[src/rtl/ims_pkg.sv]
// Shared types, constants and helpers for the Ising Metropolis site update core.
package ims_pkg;

    // Lattice geometry.
    localparam int SIDE   = 64;
    localparam int NSITES = SIDE * SIDE;
    localparam int ADDR_W = (SIDE > 1) ? $clog2(SIDE) : 1;

    // Payload widths fixed by the interface.
    localparam int POS_W  = 6;
    localparam int FRAC_W = 32;
    localparam int MAG_W  = 14;
    localparam int CFG_W  = 32;
    localparam int THR_N  = 10;

    // APB register file geometry: 64-bit registers at 8-byte strides.
    localparam int APB_AW = 6;
    localparam int APB_DW = 64;
    localparam int REG_LSB = 3;

    // Energy word: |J*4| needs 34 bits plus the field term, signed.
    localparam int E_W = 37;

    localparam logic [MAG_W-1:0] MAG_RST = MAG_W'(NSITES);
    localparam logic [CFG_W-1:0] COUPLING_RST = 32'h0001_0000;

    typedef logic [ADDR_W-1:0] t_addr;
    typedef logic [SIDE-1:0]   t_row_word;

    typedef enum logic [APB_AW-REG_LSB-1:0] {
        REG_COUPLING   = 3'd0,
        REG_FIELD_TERM = 3'd1,
        REG_THR_01     = 3'd2,
        REG_THR_23     = 3'd3,
        REG_THR_45     = 3'd4,
        REG_THR_67     = 3'd5,
        REG_THR_89     = 3'd6
    } t_reg_idx;

    typedef enum logic {
        CMD_WRITE  = 1'b0,
        CMD_UPDATE = 1'b1
    } t_cmd;

    // Configuration as seen by the datapath.
    typedef struct packed {
        logic signed [CFG_W-1:0]       coupling;
        logic signed [CFG_W-1:0]       field_term;
        logic [THR_N-1:0][FRAC_W-1:0]  thr;
    } t_cfg;

    // The three lattice rows that surround one site.
    typedef struct packed {
        t_row_word up;
        t_row_word mid;
        t_row_word dn;
    } t_rows;

    // Decision for one site.
    typedef struct packed {
        logic old_spin;
        logic new_spin;
        logic flip;
    } t_eval;

    // Lattice write request.
    typedef struct packed {
        logic  en;
        t_addr row;
        t_addr col;
        logic  spin;
    } t_wr;

    function automatic t_addr wrap_dec(t_addr a);
        t_addr r;
        if (a == '0) begin
            r = t_addr'(SIDE - 1);
        end else begin
            r = a - t_addr'(1);
        end
        return r;
    endfunction

    function automatic t_addr wrap_inc(t_addr a);
        t_addr r;
        if (a == t_addr'(SIDE - 1)) begin
            r = '0;
        end else begin
            r = a + t_addr'(1);
        end
        return r;
    endfunction

endpackage

[src/rtl/ims_site_eval.sv]
// Neighbor sum, energy sign and Metropolis acceptance for one site.
module ims_site_eval (
    input  ims_pkg::t_rows               i_rows,
    input  ims_pkg::t_addr               i_col,
    input  logic                         i_cmd,
    input  logic                         i_spin_in,
    input  logic [ims_pkg::FRAC_W-1:0]   i_rand_frac,
    input  ims_pkg::t_cfg                i_cfg,
    output ims_pkg::t_eval               o_eval
);

    ims_pkg::t_addr                 lf_col;
    ims_pkg::t_addr                 rt_col;
    logic                           old_spin;
    logic [3:0]                     nbr;
    logic [2:0]                     plus_cnt;
    logic signed [4:0]              n_sum;
    logic signed [ims_pkg::E_W-1:0] energy;
    logic                           se_nonneg;
    logic [3:0]                     thr_idx;
    logic                           accept;

    assign lf_col   = ims_pkg::wrap_dec(i_col);
    assign rt_col   = ims_pkg::wrap_inc(i_col);
    assign old_spin = i_rows.mid[i_col];
    assign nbr      = {i_rows.up[i_col], i_rows.dn[i_col],
                       i_rows.mid[lf_col], i_rows.mid[rt_col]};

    // A clear bit is a +1 neighbor; n = 2*plus_cnt - 4.
    assign plus_cnt = 3'd4 - 3'($countones(nbr));
    assign n_sum    = $signed({1'b0, plus_cnt, 1'b0}) - 5'sd4;
    assign energy   = ims_pkg::E_W'($signed(i_cfg.coupling)) * ims_pkg::E_W'(n_sum)
                    + ims_pkg::E_W'($signed(i_cfg.field_term));

    // s*E >= 0: for s=+1 E is non-negative, for s=-1 E is non-positive.
    assign se_nonneg = old_spin ? (energy[ims_pkg::E_W-1] || energy == '0)
                                : !energy[ims_pkg::E_W-1];
    assign thr_idx   = old_spin ? 4'd5 + 4'(plus_cnt) : 4'(plus_cnt);
    assign accept    = se_nonneg || (i_rand_frac < i_cfg.thr[thr_idx]);

    always_comb begin
        o_eval.old_spin = old_spin;
        if (i_cmd == ims_pkg::CMD_WRITE) begin
            o_eval.new_spin = i_spin_in;
            o_eval.flip     = 1'b0;
        end else begin
            o_eval.new_spin = old_spin ^ accept;
            o_eval.flip     = accept;
        end
    end

endmodule

[config.mk]
export PLATFORM = sky130hd
export DESIGN_NAME = ims_site_eval
export DESIGN_NICKNAME = d
export VERILOG_FILES = /design/src/rtl/ims_pkg.sv /design/src/rtl/ims_site_eval.sv
export SDC_FILE = /design/constraint.sdc
export NUM_CORES = 1
export LEC_CHECK = 0
export BUFFER_PORTS_ARGS = -buffer_cell sky130_fd_sc_hd__buf_4
export CAP_MARGIN = 5
export CELL_PAD_IN_SITES_DETAIL_PLACEMENT = 1
export CELL_PAD_IN_SITES_GLOBAL_PLACEMENT = 1
export CORE_AREA = 2 2 241 243
export DETAILED_ROUTE_END_ITERATION = 12
export DIE_AREA = 0 0 243 245
export GPL_TIMING_DRIVEN = 0
export PLACE_DENSITY = 0.71
export SLEW_MARGIN = 15
export SYNTH_ARGS = -nofsm -noshare
export SYNTH_HDL_FRONTEND = slang
export SYNTH_SLANG_ARGS = --single-unit
[constraint.sdc]
create_clock -name vclk -period 24.1
set_clock_uncertainty 0.2 [all_clocks]
set_input_delay 0 -clock vclk [all_inputs]
set_output_delay 0 -clock vclk [all_outputs]
set_load 0.01 [all_outputs]
==> impl_metrics.toml <==
[route]
drt_pre_antenna_iters = 5
drt-vias-per-instance = 5.16
routedWlPerCell_um = 24.0
postRouteAntennaNets = 0
dr.first_iter.drc_count = 901
finalWirelength_mm = 73.3
vias_after_detailed_routing = 15800
drcViolationCount = 0

[floorplanning]
ioPinCount = 619
placement_rows = 88
die_y_um = 245
floorplan.die_area_um2 = 59500
design.core.area_um2 = 57000
start_util_pct = 22.8
die_x_um = 243

[worst_hold_path]
whs_path_depth = 3
hp-class = "in2out"
min_delay_worst_endpoint = "o_eval[0]"
timing.hold.worst.start = "i_cmd"

[synth]
yosysMostFrequentCell = "sky130_fd_sc_hd__nand2_1"
synth.top_cells.by_count = "319 x sky130_fd_sc_hd__nand2_1, 137 x sky130_fd_sc_hd__ha_1, 129 x sky130_fd_sc_hd__inv_1"
syn_nets = 2516
post_synth_instance_area_um2 = 13000
yosys.area.top_type_share_pct = 15.4
synth_cells = 1663
avgSynthCellArea_um2 = 7.81
synth.yosys.warnings = 0
yosysTopAreaCell = "sky130_fd_sc_hd__fa_1"
synthTopCellsByArea = "sky130_fd_sc_hd__fa_1 15%, sky130_fd_sc_hd__ha_1 13%, sky130_fd_sc_hd__mux4_2 13%"
sequential_to_total_area_share_from_yosys_stat_pct = 0
netlist-cell-type-count = 80

[sta]
time_the_final_worst_path_needs_with_i_o_delays_and_setup_ns = 12.56
finalSetupViolations = 0
min_period_over_period_pct = 52.1
worst_slew_pin_slew_ns = 1.15
slew_violations = 0
hold_violations = 0
max_freq_ghz = 0.0796
timing.hold.ws_ns = 0.248
summed_negative_setup_slack_over_all_endpoints_ns = 0
rsz0062_at_grt = "false"
timing.slew.headroom_pct = 22.8

[global_route]
grt_pass1_wl_mm = 108
antenna_found_initial = 10
grt_max_degree = 11
groute.usage.overall_pct = 23.6
gr-total-overflow = 0
first_global_vias = 17100

[worst_setup_path]
slowest_library_cell_on_the_worst_path = "sky130_fd_sc_hd__a2111oi_0"
critical-path-top-cell-by-count = "sky130_fd_sc_hd__fa_1"
timing.critical_path.slowest_cell_delay_ns = 0.80
timing.critical_path.required_ns = 23.90
critical_path.endpoint_type = "primary output"
cp_max_fo = 10
cp.arrival_ns = 12.36
worst_setup_path_start_kind = "primary input"
critical_path_class = "in2out"

[layout]
fin_cells = 3054
nets = 3135
post_route_cells_drive_above_1_share_pct = 33.5
share_of_the_core_filled_with_cells_pct = 32.6
ff_latch_area_um2 = 0
clock_buffer_count = 0
layout.filler_cells = 7080
areaGrowthSynthToFinish_pct = 43.3
design.seq.count = 0

[place]
post_dp_hpwl_mm = 65.6
placement.io_buffers = 617
placed_cells_incl_taps = 3045
globalplace.congestion = 0.989

[run_status]
outcome = "finished, final reports clean"

[clock_network]
cts.repair.resized = 0
post_cts_hold_buffer_count = 0
cts_setup_buffers = 0

[run]
drv_cap = 0
-- metrics by stage --
| step | setup slack (ns) | instance area (um2) |
|---|---|---|
| after floorplan | 14.56 | 13000 |
| after global placement | 11.71 | 18600 |
| after detailed placement | 11.53 | 18600 |
| after CTS | 11.47 | 18600 |
| after global routing | 10.68 | 18600 |
| final | 11.54 | 18600 |
-- critical path: cells and delay by family --
kind | cells | cell delay [ns]
fa+ha+maj | 10 | 3.72
buf+inv | 12 | 3.70
compound gates | 8 | 3.04
mux | 3 | 1.05
simple gates | 4 | 0.70
xor+xnor | 1 | 0.11
-- cell usage in the layout (no fill, tap or decap), types with 9 or more instances in the layout --
master	count
sky130_fd_sc_hd__buf_4	621
sky130_fd_sc_hd__nand2_1	319
sky130_fd_sc_hd__ha_1	137
sky130_fd_sc_hd__inv_1	129
sky130_fd_sc_hd__nand3_1	105
sky130_fd_sc_hd__fa_1	100
sky130_fd_sc_hd__mux4_2	74
sky130_fd_sc_hd__and2_1	62
sky130_fd_sc_hd__a21oi_1	61
sky130_fd_sc_hd__mux2i_1	60
sky130_fd_sc_hd__nor2b_1	60
sky130_fd_sc_hd__clkbuf_1	58
sky130_fd_sc_hd__and3_1	45
sky130_fd_sc_hd__a31oi_1	43
sky130_fd_sc_hd__nor2_1	35
sky130_fd_sc_hd__o21ai_0	35
sky130_fd_sc_hd__buf_2	33
sky130_fd_sc_hd__o22a_1	26
sky130_fd_sc_hd__a211oi_1	24
sky130_fd_sc_hd__nand2b_1	19
sky130_fd_sc_hd__a21o_1	17
sky130_fd_sc_hd__nand4_1	14
sky130_fd_sc_hd__or3_1	12
sky130_fd_sc_hd__xnor2_1	12
sky130_fd_sc_hd__buf_6	11
sky130_fd_sc_hd__mux2_2	10
sky130_fd_sc_hd__xor2_1	10
sky130_fd_sc_hd__nor3_1	10
sky130_fd_sc_hd__diode_2	9
sky130_fd_sc_hd__o211ai_1	9
-- layer usage --
| layer | GRT usage (%) | share of wire (%) |
|---|---|---|
| met1 | 29.2 | 41 |
| met2 | 43.6 | 52 |
| met3 | 2.78 | 5.4 |
| met4 | 4.84 | 2.1 |
| met5 | 0 | 0 |
-- kinds of logic after synthesis --
group	count (synthesis)	synth area share (%)
mux	147	18.9
simple gates	710	26.6
buf+inv	243	8.24
compound gates	303	16.1
fa+ha+maj	237	28.6
xor+xnor	23	1.55
-- cell type report --
cell class / count / area (um2) / area share (%)
multi-input cells: 1420 / 11900 / 64.1
repair buffers: 617 / 4630 / 24.9
well taps: 765 / 957 / 5.14
plain buffers: 112 / 576 / 3.09
inverters: 131 / 494 / 2.65
diodes: 9 / 22.5 / 0.121
-- worst max-delay path by stage --
stage,from,endpoint,cells past startpoint
floorplan,i_col[0],o_eval[0],36
global placement,i_col[0],o_eval[0],38
detailed placement,i_col[0],o_eval[0],38
CTS,i_col[0],o_eval[0],38
global route,i_col[0],o_eval[0],38
finish,i_col[0],o_eval[1],38
Power is left out: the tool's default activity adds up to more than one toggle a clock period on the data nets, which glitch-free logic cannot reach.
