===== src/rtl/ims_pkg.sv =====
// Shared types, constants and helpers for the Ising Metropolis site update core.
package ims_pkg;

    // Lattice geometry.
    localparam int SIDE   = 64;
    localparam int NSITES = SIDE * SIDE;
    localparam int ADDR_W = (SIDE > 1) ? $clog2(SIDE) : 1;

    // Payload widths fixed by the interface.
    localparam int POS_W  = 6;
    localparam int FRAC_W = 32;
    localparam int MAG_W  = 14;
    localparam int CFG_W  = 32;
    localparam int THR_N  = 10;

    // APB register file geometry: 64-bit registers at 8-byte strides.
    localparam int APB_AW = 6;
    localparam int APB_DW = 64;
    localparam int REG_LSB = 3;

    // Energy word: |J*4| needs 34 bits plus the field term, signed.
    localparam int E_W = 37;

    localparam logic [MAG_W-1:0] MAG_RST = MAG_W'(NSITES);
    localparam logic [CFG_W-1:0] COUPLING_RST = 32'h0001_0000;

    typedef logic [ADDR_W-1:0] t_addr;
    typedef logic [SIDE-1:0]   t_row_word;

    typedef enum logic [APB_AW-REG_LSB-1:0] {
        REG_COUPLING   = 3'd0,
        REG_FIELD_TERM = 3'd1,
        REG_THR_01     = 3'd2,
        REG_THR_23     = 3'd3,
        REG_THR_45     = 3'd4,
        REG_THR_67     = 3'd5,
        REG_THR_89     = 3'd6
    } t_reg_idx;

    typedef enum logic {
        CMD_WRITE  = 1'b0,
        CMD_UPDATE = 1'b1
    } t_cmd;

    // Configuration as seen by the datapath.
    typedef struct packed {
        logic signed [CFG_W-1:0]       coupling;
        logic signed [CFG_W-1:0]       field_term;
        logic [THR_N-1:0][FRAC_W-1:0]  thr;
    } t_cfg;

    // The three lattice rows that surround one site.
    typedef struct packed {
        t_row_word up;
        t_row_word mid;
        t_row_word dn;
    } t_rows;

    // Decision for one site.
    typedef struct packed {
        logic old_spin;
        logic new_spin;
        logic flip;
    } t_eval;

    // Lattice write request.
    typedef struct packed {
        logic  en;
        t_addr row;
        t_addr col;
        logic  spin;
    } t_wr;

    function automatic t_addr wrap_dec(t_addr a);
        t_addr r;
        if (a == '0) begin
            r = t_addr'(SIDE - 1);
        end else begin
            r = a - t_addr'(1);
        end
        return r;
    endfunction

    function automatic t_addr wrap_inc(t_addr a);
        t_addr r;
        if (a == t_addr'(SIDE - 1)) begin
            r = '0;
        end else begin
            r = a + t_addr'(1);
        end
        return r;
    endfunction

endpackage


===== src/rtl/ims_cfg_regs.sv =====
// APB register file holding the coupling, field term and acceptance thresholds.
module ims_cfg_regs (
    input  logic                              i_clk,
    input  logic                              i_rst_n,
    input  logic                              psel,
    input  logic                              penable,
    input  logic                              pwrite,
    input  logic [ims_pkg::APB_AW-1:0]        paddr,
    input  logic [ims_pkg::APB_DW-1:0]        pwdata,
    output logic [ims_pkg::APB_DW-1:0]        prdata,
    output logic                              pready,
    output ims_pkg::t_cfg                     o_cfg
);

    logic [ims_pkg::CFG_W-1:0]  r_coupling;
    logic [ims_pkg::CFG_W-1:0]  r_field_term;
    logic [ims_pkg::APB_DW-1:0] r_thr_01;
    logic [ims_pkg::APB_DW-1:0] r_thr_23;
    logic [ims_pkg::APB_DW-1:0] r_thr_45;
    logic [ims_pkg::APB_DW-1:0] r_thr_67;
    logic [ims_pkg::APB_DW-1:0] r_thr_89;

    logic              wr_en;
    ims_pkg::t_reg_idx reg_idx;

    assign pready  = 1'b1;
    assign wr_en   = psel & penable & pwrite;
    assign reg_idx = ims_pkg::t_reg_idx'(paddr[ims_pkg::APB_AW-1:ims_pkg::REG_LSB]);

    always_ff @(posedge i_clk) begin
        if (!i_rst_n) begin
            r_coupling   <= ims_pkg::COUPLING_RST;
            r_field_term <= '0;
            r_thr_01     <= '0;
            r_thr_23     <= '0;
            r_thr_45     <= '0;
            r_thr_67     <= '0;
            r_thr_89     <= '0;
        end else if (wr_en) begin
            unique case (reg_idx)
                ims_pkg::REG_COUPLING:   r_coupling   <= pwdata[ims_pkg::CFG_W-1:0];
                ims_pkg::REG_FIELD_TERM: r_field_term <= pwdata[ims_pkg::CFG_W-1:0];
                ims_pkg::REG_THR_01:     r_thr_01     <= pwdata;
                ims_pkg::REG_THR_23:     r_thr_23     <= pwdata;
                ims_pkg::REG_THR_45:     r_thr_45     <= pwdata;
                ims_pkg::REG_THR_67:     r_thr_67     <= pwdata;
                ims_pkg::REG_THR_89:     r_thr_89     <= pwdata;
                default: ;
            endcase
        end
    end

    always_comb begin
        unique case (reg_idx)
            ims_pkg::REG_COUPLING:   prdata = {32'b0, r_coupling};
            ims_pkg::REG_FIELD_TERM: prdata = {32'b0, r_field_term};
            ims_pkg::REG_THR_01:     prdata = r_thr_01;
            ims_pkg::REG_THR_23:     prdata = r_thr_23;
            ims_pkg::REG_THR_45:     prdata = r_thr_45;
            ims_pkg::REG_THR_67:     prdata = r_thr_67;
            ims_pkg::REG_THR_89:     prdata = r_thr_89;
            default:                 prdata = '0;
        endcase
    end

    assign o_cfg.coupling   = r_coupling;
    assign o_cfg.field_term = r_field_term;
    assign o_cfg.thr        = {r_thr_89, r_thr_67, r_thr_45, r_thr_23, r_thr_01};

endmodule


===== config.mk =====
export PLATFORM = sky130hd
export DESIGN_NAME = ims_cfg_regs
export DESIGN_NICKNAME = d
export VERILOG_FILES = /design/src/rtl/ims_pkg.sv /design/src/rtl/ims_cfg_regs.sv
export SDC_FILE = /design/constraint.sdc
export NUM_CORES = 1
export LEC_CHECK = 0
export BUFFER_PORTS_ARGS = -buffer_cell sky130_fd_sc_hd__clkbuf_2
export CAP_MARGIN = 20
export CORE_MARGIN = 3
export CORE_UTILIZATION = 28
export DETAILED_ROUTE_END_ITERATION = 12
export PLACE_DENSITY = 0.47
export SYNTH_ARGS = -nofsm -noshare
export SYNTH_HDL_FRONTEND = slang
export SYNTH_SLANG_ARGS = --single-unit
export TNS_END_PERCENT = 20

===== constraint.sdc =====
create_clock -name i_clk -period 2.2 [get_ports i_clk]
set_clock_uncertainty 0.05 [all_clocks]
set_input_delay 0.11 -clock i_clk [delete_from_list [all_inputs] [get_ports i_clk]]
set_output_delay 0.11 -clock i_clk [all_outputs]
set_load 0.01 [all_outputs]

==> results of run 1 <==
## layer usage
metal  track usage  wire length (µm)  up-vias
li1              -                 -     6999
met1         0.260             28800     7241
met2         0.357             32400      526
met3        0.0536              5070      108
met4        0.0633              1900        2
met5             0                13        -
## cell families (layout without fill, tap and decap cells)
kind of cell,after synthesis,after routing,synth area share
multiplexers,486,486,0.293
other,1,1,0.000225
AND/OR/NAND/NOR,497,497,0.118
flip-flops,384,384,0.462
AO/OA/AOI/OAI,156,156,0.0793
buffers and inverters,162,746,0.0481
## through the flow
stage | utilization | hold WS (ns)
5_1_grt | 0.386 | 0.0865
6_report | 0.386 | 0.0723
3_3_place_gp | 0.349 | 0.359
3_5_place_dp | 0.349 | 0.363
2_1_floorplan | - | 0.229
4_1_cts | 0.386 | 0.0468
## cells in the mapped netlist
cell       instances  share of area
buf_4             35          0.016
or3_1              2        0.00075
o221a_2           19          0.013
and3b_1            1        0.00053
conb_1             1        0.00023
nor3b_2            1        0.00075
nor2b_1            2        0.00075
nand4b_4           1         0.0014
inv_1             20         0.0045
a221oi_1          19          0.010
buf_2             25         0.0075
mux2i_1          472           0.28
clkinv_1           1        0.00023
mux2_2            14         0.0095
buf_6              4         0.0027
dfxtp_1          384           0.46
a32oi_1           13         0.0068
nand3_1            1        0.00030
a2bb2oi_1          1        0.00053
nand4_2            1        0.00075
nand2_1          479           0.11
clkbuf_1          74          0.017
o221ai_1          31          0.016
o21ai_0            1        0.00030
nand2b_1           2        0.00075
buf_1              3        0.00068
a22oi_1           57          0.026
nor2_1             2        0.00045
o211ai_1          14         0.0063
nor2_4             5         0.0034
o31ai_1            1        0.00045
## sequential cells by signal, indices dropped and copies added, names as in the netlist
name,count
r_thr_23,64
r_thr_45,64
r_thr_89,64
r_field_term,32
r_coupling,32
r_thr_67,64
r_thr_01,64
## cell usage in the layout, fill, tap and decap left out, drive strengths merged
master	count
dfxtp	384
o211ai	14
nand3	1
mux2	14
dlygate4sd3	66
and3b	1
nor2	7
mux2i	472
nor2b	2
o21ai	1
clkinvlp	2
conb	1
clkinv	5
a2bb2oi	1
nand2	479
a221oi	19
buf	63
nor3b	1
a32oi	13
nand4	1
nand2b	2
nand4b	1
o221ai	31
o31ai	1
a22oi	57
inv	22
or3	2
clkbuf	588
o221a	19
## repair_timing
item,4_1_cts,5_1_grt
pin swaps,0,0
buffers inserted,0,0
hold buffers,66,0
gates resized for setup,1,1
endpoints found under the hold margin,384,0
endpoints found under the setup margin,1,1
## final cells by class
cell class	count	share of cell area
Multi-Input combinational cell	1140	0.366
Sequential cell	384	0.342
Timing Repair Buffer	645	0.181
Clock buffer	72	0.0636
Tap cell	765	0.0426
Inverter	21	0.00351
Clock inverter	8	0.00217
## where the power goes
group | leakage [nW] | switching (mW) | total, mW | internal (mW)
clock | 0.729 | 2.97 | 7.40 | 4.43
combinational | 5.59 | 0.735 | 1.16 | 0.426
sequential | 3.10 | 0.0477 | 7.05 | 7.01
## worst max-delay path: stages, from the launching register on
cell and delay [ns]:
dfxtp_1 0.35, mux2i_1 0.09, o221a_2 0.25, a221oi_1 0.40, clkbuf_2 0.23
## worst max-delay path by stage
stage,startpoint,end,slack [ns],cells past startpoint
finish,r_thr_23[31],prdata[31],0.17,4
floorplan,paddr[4],prdata[0],0.61,7
global placement,paddr[3],prdata[2],0.11,6
CTS,r_thr_23[15],prdata[15],0.03,4
detailed placement,paddr[3],prdata[2],0.13,6
global route,r_thr_23[31],prdata[31],0.09,4
==> impl_metrics.ini, run 1 <==
[timing]
slew_viol_final = 0
period_minus_slack_ns = 2.03
fin_crit_sh = 0.924
fin_ws_ns = 0.167
tns_ns = 0
timing_worst_slew_pin_value_ns = 1.06
hold_viol = 0
finalSetupViolCount = 0
max_freq_ghz = 0.492
slew_headroom = 0.294
grt_setup_unrepaired = no

[setup_path]
worstSetupPathType = flip-flop to output pin
required_ns = 2.04
cp_max_fo = 3
cp.arrival_ns = 1.87
r2r_start = r_coupling[16]
rrSetupSlack_ns = 0.91
reg2reg_to = r_coupling[16]
reg2reg_depth = 3
crit_path_end_kind = output pin
critPathLaunchType = flip-flop

[pwr]
p_leak_nw = 9.41
powerDensity_nw_per_um2 = 695
ir_worst_vdd_mv = 0.426
power_mw = 15.6

[global_routing]
grt_pass1_wl_um = 101000
grt_pass1_vias = 15300
gr-usage-all-layers = 0.210
antenna_found_initial = 1
grt_max_degree = 119
grt_overflow_total = 0

[logic_synthesis]
synthDistinctLibCells = 31
synth-seq-cells = 384
yosysSeqAreaShare = 0.462
synth_nets = 1761
avgSynthCellArea_um2 = 9.88
yosysWarnings = 0
synth_area_um2 = 16700
synth_cells = 1686

[placed_design]
globalplace.congestion = 0.845
dp_hpwl_um = 46100
post-place-ws_ns = 0.130
dpl.cell_count = 2889
port_buffers = 519
placed_cell_area_um2 = 20300

[flow_run]
cap_violations = 0

[clock_tree]
htree_levels = 2
cts_root_buf = clkbuf_16
clock_latency_ns = 0.55
clkTransAtPathRegs_ns = 0.06
numCtsBuffers = 45
cts_tree = yes
cts_buffer_depth = 3
clock_sinks = 384

[min_path]
hold-path-cell-count = 4
min_to = r_thr_01[31]
worstHoldPathType = input port to flip-flop
min_from = penable

[floorplan]
die_w_um = 250
dieArea_um2 = 62400
io_pins = 524
die_h_um = 250
start_util = 0.286
core-area_um2 = 58200
rows = 88

[routing]
detail_route.wl_per_cell_um = 22.4
vias_per_cell = 4.90
drtIter0Drc = 795
wl_um = 68100
dr_total_vias = 14900
ant_nets = 0
drtPass1Iterations = 5
drc = 0

[final_layout]
multi_input_area_um2 = 8220
nNetsFinal = 2312
regArea_um2 = 7690
drive_above_1_share = 0.309
area_growth_pct = 35.0
nFillCells = 5839
antenna-diode-count = 0
final_cells = 3035
design_area_um2 = 22500

[status]
outcome = completed
Power figures use the tool's default switching activity.
==> run 2: changes to the inputs <==
Settings changed: CORE_ASPECT_RATIO from default to 0.8.
==> run 2 against run 1 <==
Net effect:
- critical path depth unchanged
- utilization decreased by 0.21 points
- fmax increased by 2.1%
- die area about the same
- largest power group unchanged
- first-iteration DRC count increased by 11%
- setup slack improved by 0.043 ns
- largest cell class unchanged
- final cell count about the same
- via count increased by 0.85%
==> impl_metrics.ini, run 2 (synthesis gave the netlist of run 1 again) <==
[min_path]
min_from = pwdata[0]
min_to = r_coupling[0]
hold-path-cell-count = 3
worstHoldPathType = input port to flip-flop

[pwr]
pwr-share-seq = 0.441
powerDensity_nw_per_um2 = 713
ir_worst_vdd_mv = 0.473
sw_frac_of_total = 0.240
combPwrFrac = 0.072
internal_power_mw = 12.2
pwr-share-clk = 0.488
power_mw = 16.0
power.switching_mw = 3.85
p_leak_nw = 9.40

[floorplan]
rows = 79
core-area_um2 = 58500
start_util = 0.285
dieArea_um2 = 62500
die_w_um = 279
die_h_um = 224
io_pins = 524

[placed_design]
dpl.cell_count = 2887
globalplace.congestion = 0.826
placed_cell_area_um2 = 20200
post-place-ws_ns = 0.250
dp_hpwl_um = 44600
port_buffers = 519

[global_routing]
grt_pass1_wl_um = 98800
grt_overflow_total = 0
grt_pass1_vias = 14800
gr-usage-all-layers = 0.206
antenna_found_initial = 3
grt_max_degree = 77

[setup_path]
rrSetupSlack_ns = 0.92
crit_path_end_kind = output pin
crit_slowest_cell = dfxtp_1
crit_chain = mux2i_1 -> o221a_2 -> a221oi_1 -> clkbuf_2
r2r_start = r_coupling[16]
required_ns = 2.04
reg2reg_depth = 3
worstSetupPathType = flip-flop to output pin
max_stage_delay_ns = 0.38
cp.arrival_ns = 1.83
critPathLaunchType = flip-flop
cp_max_fo = 3
reg2reg_to = r_coupling[16]

[final_layout]
final_common_cell = clkbuf_2
drive_above_1_share = 0.307
design_area_um2 = 22500
multi_input_area_um2 = 8200
final_cell_mix = clkbuf_2 (516), nand2_1 (479), mux2i_1 (472)
nNetsFinal = 2305
area_growth_pct = 34.9
final_cells = 3036
regArea_um2 = 7690
nFillCells = 5925

[timing]
max_freq_ghz = 0.502
slew_viol_final = 0
tns_ns = 0
finalSetupViolCount = 0
grt_setup_unrepaired = no
timing_worst_slew_pin_value_ns = 0.975
period_minus_slack_ns = 1.99
fin_crit_sh = 0.905
hold_viol = 0
slew_headroom = 0.350
fin_ws_ns = 0.209

[routing]
wl_met3_um = 4370
detail_route.wl_per_cell_um = 22.3
drc = 0
drtIter0Drc = 879
dr_total_vias = 15000
wl_met2_um = 31500
highest_layer = met5
drtPass1Iterations = 5
vias_per_cell = 4.94
ant_nets = 0
wl_um = 67700
m1WireLength_um = 30200

[flow_run]
cap_violations = 0

[status]
outcome = completed

[clock_tree]
cts_resized = 0
clkTransAtPathRegs_ns = 0.06
clock_sinks = 384
clock_latency_ns = 0.55
cts_tree = yes
cts_root_buf = clkbuf_16
numCtsBuffers = 44
cts_buffer_depth = 3
htree_levels = 2
cts_setup_buffers = 0
run 2: worst max path at each step:
stage | startpoint | end | slack (ns) | depth (start not counted)
global placement | paddr[5] | prdata[4] | 0.15 | 6
finish | r_thr_23[12] | prdata[12] | 0.21 | 4
global route | r_thr_23[12] | prdata[12] | 0.12 | 4
floorplan | paddr[4] | prdata[0] | 0.61 | 7
CTS | r_thr_23[12] | prdata[12] | 0.15 | 4
detailed placement | paddr[3] | r_thr_01[54] | 0.25 | 6
run 2: what timing repair did:
item	CTS	global route
hold buffers	66	0
endpoints found under the hold margin	376	0
setup endpoints to repair	0	0
run 2: layout make-up:
cell class | count | share of cell area
multi-input combinational | 1140 | 0.365
sequential | 384 | 0.342
timing repair buffer | 639 | 0.177
clock buffer | 67 | 0.0606
tap | 769 | 0.0428
clock inverter | 14 | 0.00847
inverter | 21 | 0.00351
antenna | 2 | 0.000223
run 2: power groups by stage:
stage | clock network (mW) | registers [mW] | logic [mW]
final | 7.81 | 7.05 | 1.15
after global routing | 8.28 | 7.05 | 1.22
after CTS | 8.04 | 7.05 | 1.16
after detailed placement | 0 | 7.21 | 1.06
after global placement | 0 | 7.20 | 1.05
after floorplan | 0 | 7.22 | 0.551
run 2: layer usage:
layer / global-route usage / vias to the layer above
li1: - / 6999
met1: 0.270 / 7409
met2: 0.339 / 488
met3: 0.0506 / 104
met4: 0.0567 / 2
met5: 0 / -
run 2: through the flow:
stage | util | hold WS, ns
2_1_floorplan | - | 0.229
3_3_place_gp | 0.346 | 0.355
3_5_place_dp | 0.346 | 0.364
4_1_cts | 0.384 | 0.0156
5_1_grt | 0.384 | 0.0815
6_report | 0.384 | 0.0673
run 2: critical path, delay by kind of cell, from the launching register on:
family	cells	cell delay [ns]
AOI/OAI and AO/OA	2	0.59
DFF	1	0.38
buffers and inverters	1	0.21
muxes	1	0.10
==> run 3: changes to the inputs <==
Settings changed: CORE_UTILIZATION 28 to 30, PLACE_DENSITY 0.47 to 0.5, SETUP_SLACK_MARGIN from default to 0.2.
Clock period 2.2 ns to 2.58 ns, I/O delays scaled along.
==> run 3 against run 2 <==
Net effect:
- utilization is 2.5 points higher
- hold slack worse by 0.027 ns
- register-to-register slack better by 0.91 ns
- non-clock buffer count is 3 lower
- die area is 6.5% lower
- combinational power is 16% lower
- wire length is 1.8% lower
- clock power is 20% lower
- sequential share of layout area is 0.31 points higher
- sequential power is 15% lower
- first-iteration DRC count is 19% higher
- final cell count is 1.2% lower
==> impl_metrics.ini, run 3 (synthesis gave the netlist of run 1 again) <==
[final_layout]
multi_input_area_um2 = 8200
antenna-diode-count = 0
final_common_cell = clkbuf_2
drive_above_1_share = 0.306
regArea_um2 = 7690
final_cell_mix = clkbuf_2 (516), nand2_1 (479), mux2i_1 (472)
nFillCells = 5405
final_cells = 2999
area_growth_pct = 33.7
fin_util = 0.409
nNetsFinal = 2301

[clock_tree]
cts_tree = yes
clock_sinks = 384
postCtsHoldBufs = 65
cts_resized = 0
htree_levels = 2
cts_setup_buffers = 0
clkTransAtPathRegs_ns = 0.06
cts_root_buf = clkbuf_16
cts_buffer_depth = 3
clock_latency_ns = 0.55
numCtsBuffers = 43

[setup_path]
critPathLaunchType = input port
cp_max_fo = 32
cp.arrival_ns = 1.84
required_ns = 2.40
worstSetupPathType = input port to output pin
crit_path_end_kind = output pin
rrSetupSlack_ns = 1.83

[placed_design]
dpl.cell_count = 2857
globalplace.congestion = 0.825
dp_hpwl_um = 43900
port_buffers = 519

[timing]
slew_headroom = 0.431
grt_setup_unrepaired = no
tns_ns = 0
period_minus_slack_ns = 2.02
finalSetupViolCount = 0
fin_crit_sh = 0.784
hold_viol = 0
timing_worst_slew_pin_value_ns = 0.854
slew_viol_final = 0
max_freq_ghz = 0.495

[routing]
drc = 0
dr_total_vias = 15000
wl_um = 66500
detail_route.wl_per_cell_um = 22.2
vias_per_cell = 5.00
ant_nets = 0
drtIter0Drc = 1044
drtPass1Iterations = 7

[status]
outcome = completed

[floorplan]
dieArea_um2 = 58400
start_util = 0.306
rows = 76
die_h_um = 217
core-area_um2 = 54400
die_w_um = 269
io_pins = 524

[min_path]
worstHoldPathType = input port to flip-flop

[global_routing]
gr-usage-all-layers = 0.218
antenna_found_initial = 2
grt_pass1_vias = 15200
grt_max_degree = 82
grt_overflow_total = 0
grt_pass1_wl_um = 99000

[pwr]
p_leak_nw = 9.32
ir_worst_vdd_mv = 0.406
powerDensity_nw_per_um2 = 594

[flow_run]
cap_violations = 0
-- run 3: changes by cell type in the layout (fill, tap and decap cells not counted) --
cell,previous run,this run
clkbuf_8,13,11
diode_2,2,0
dlygate4sd3_1,66,65
buf_4,32,31
clkinv_8,1,0
inv_6,0,1
clkbuf_1,8,7
bufinv_16,4,3
clkbuf_16,46,43
inv_8,0,1
buf_12,23,22
clkinv_2,6,8
-- run 3: report_power, final --
group / leakage (nW) / switching (mW) / internal (mW)
Combinational: 5.52 / 0.618 / 0.346
Clock: 0.706 / 2.56 / 3.69
Sequential: 3.10 / 0.0386 / 5.97
Total: 9.32 / 3.21 / 10.0
-- run 3: worst paths after layout --
check	endpoint	cells after the start	from
min reg2reg	r_thr_67[21]	2	r_thr_67[21]
min	r_coupling[16]	4	penable
max reg2reg	r_coupling[16]	2	r_coupling[16]
max	prdata[53]	7	paddr[5]
-- run 3: final cells by class --
type,count,share of cell area
flip-flops and latches,384,0.345
inverters,21,0.00354
well taps,741,0.0416
repair buffers,636,0.177
clock inverters,16,0.00781
multi-input cells,1140,0.369
clock buffers,61,0.0563
-- run 3: through the flow --
step	worst slack (ns)	hold WS, ns	power [mW]	cell area (µm²)
3_3_place_gp	0.493	0.377	7.01	20200
4_1_cts	0.557	0.00653	13.4	22300
5_1_grt	0.471	0.0442	13.7	22300
2_1_floorplan	0.953	0.248	6.62	16700
3_5_place_dp	0.450	0.396	7.03	20200
6_report	0.558	0.0404	13.2	22300
-- run 3: metal layers --
metal,up-vias,wire length (µm),global-route usage
li1,6984,-,-
met1,7418,29300,0.285
met2,484,31700,0.369
met3,97,4130,0.0472
met4,2,1410,0.0546
met5,-,8,0
-- run 3: critical path: stages --
cell and delay [ns]:
clkbuf_2 0.12, inv_2 0.07, buf_4 0.46, buf_4 0.54, nand3_1 0.14, o21ai_0 0.14, clkbuf_2 0.22
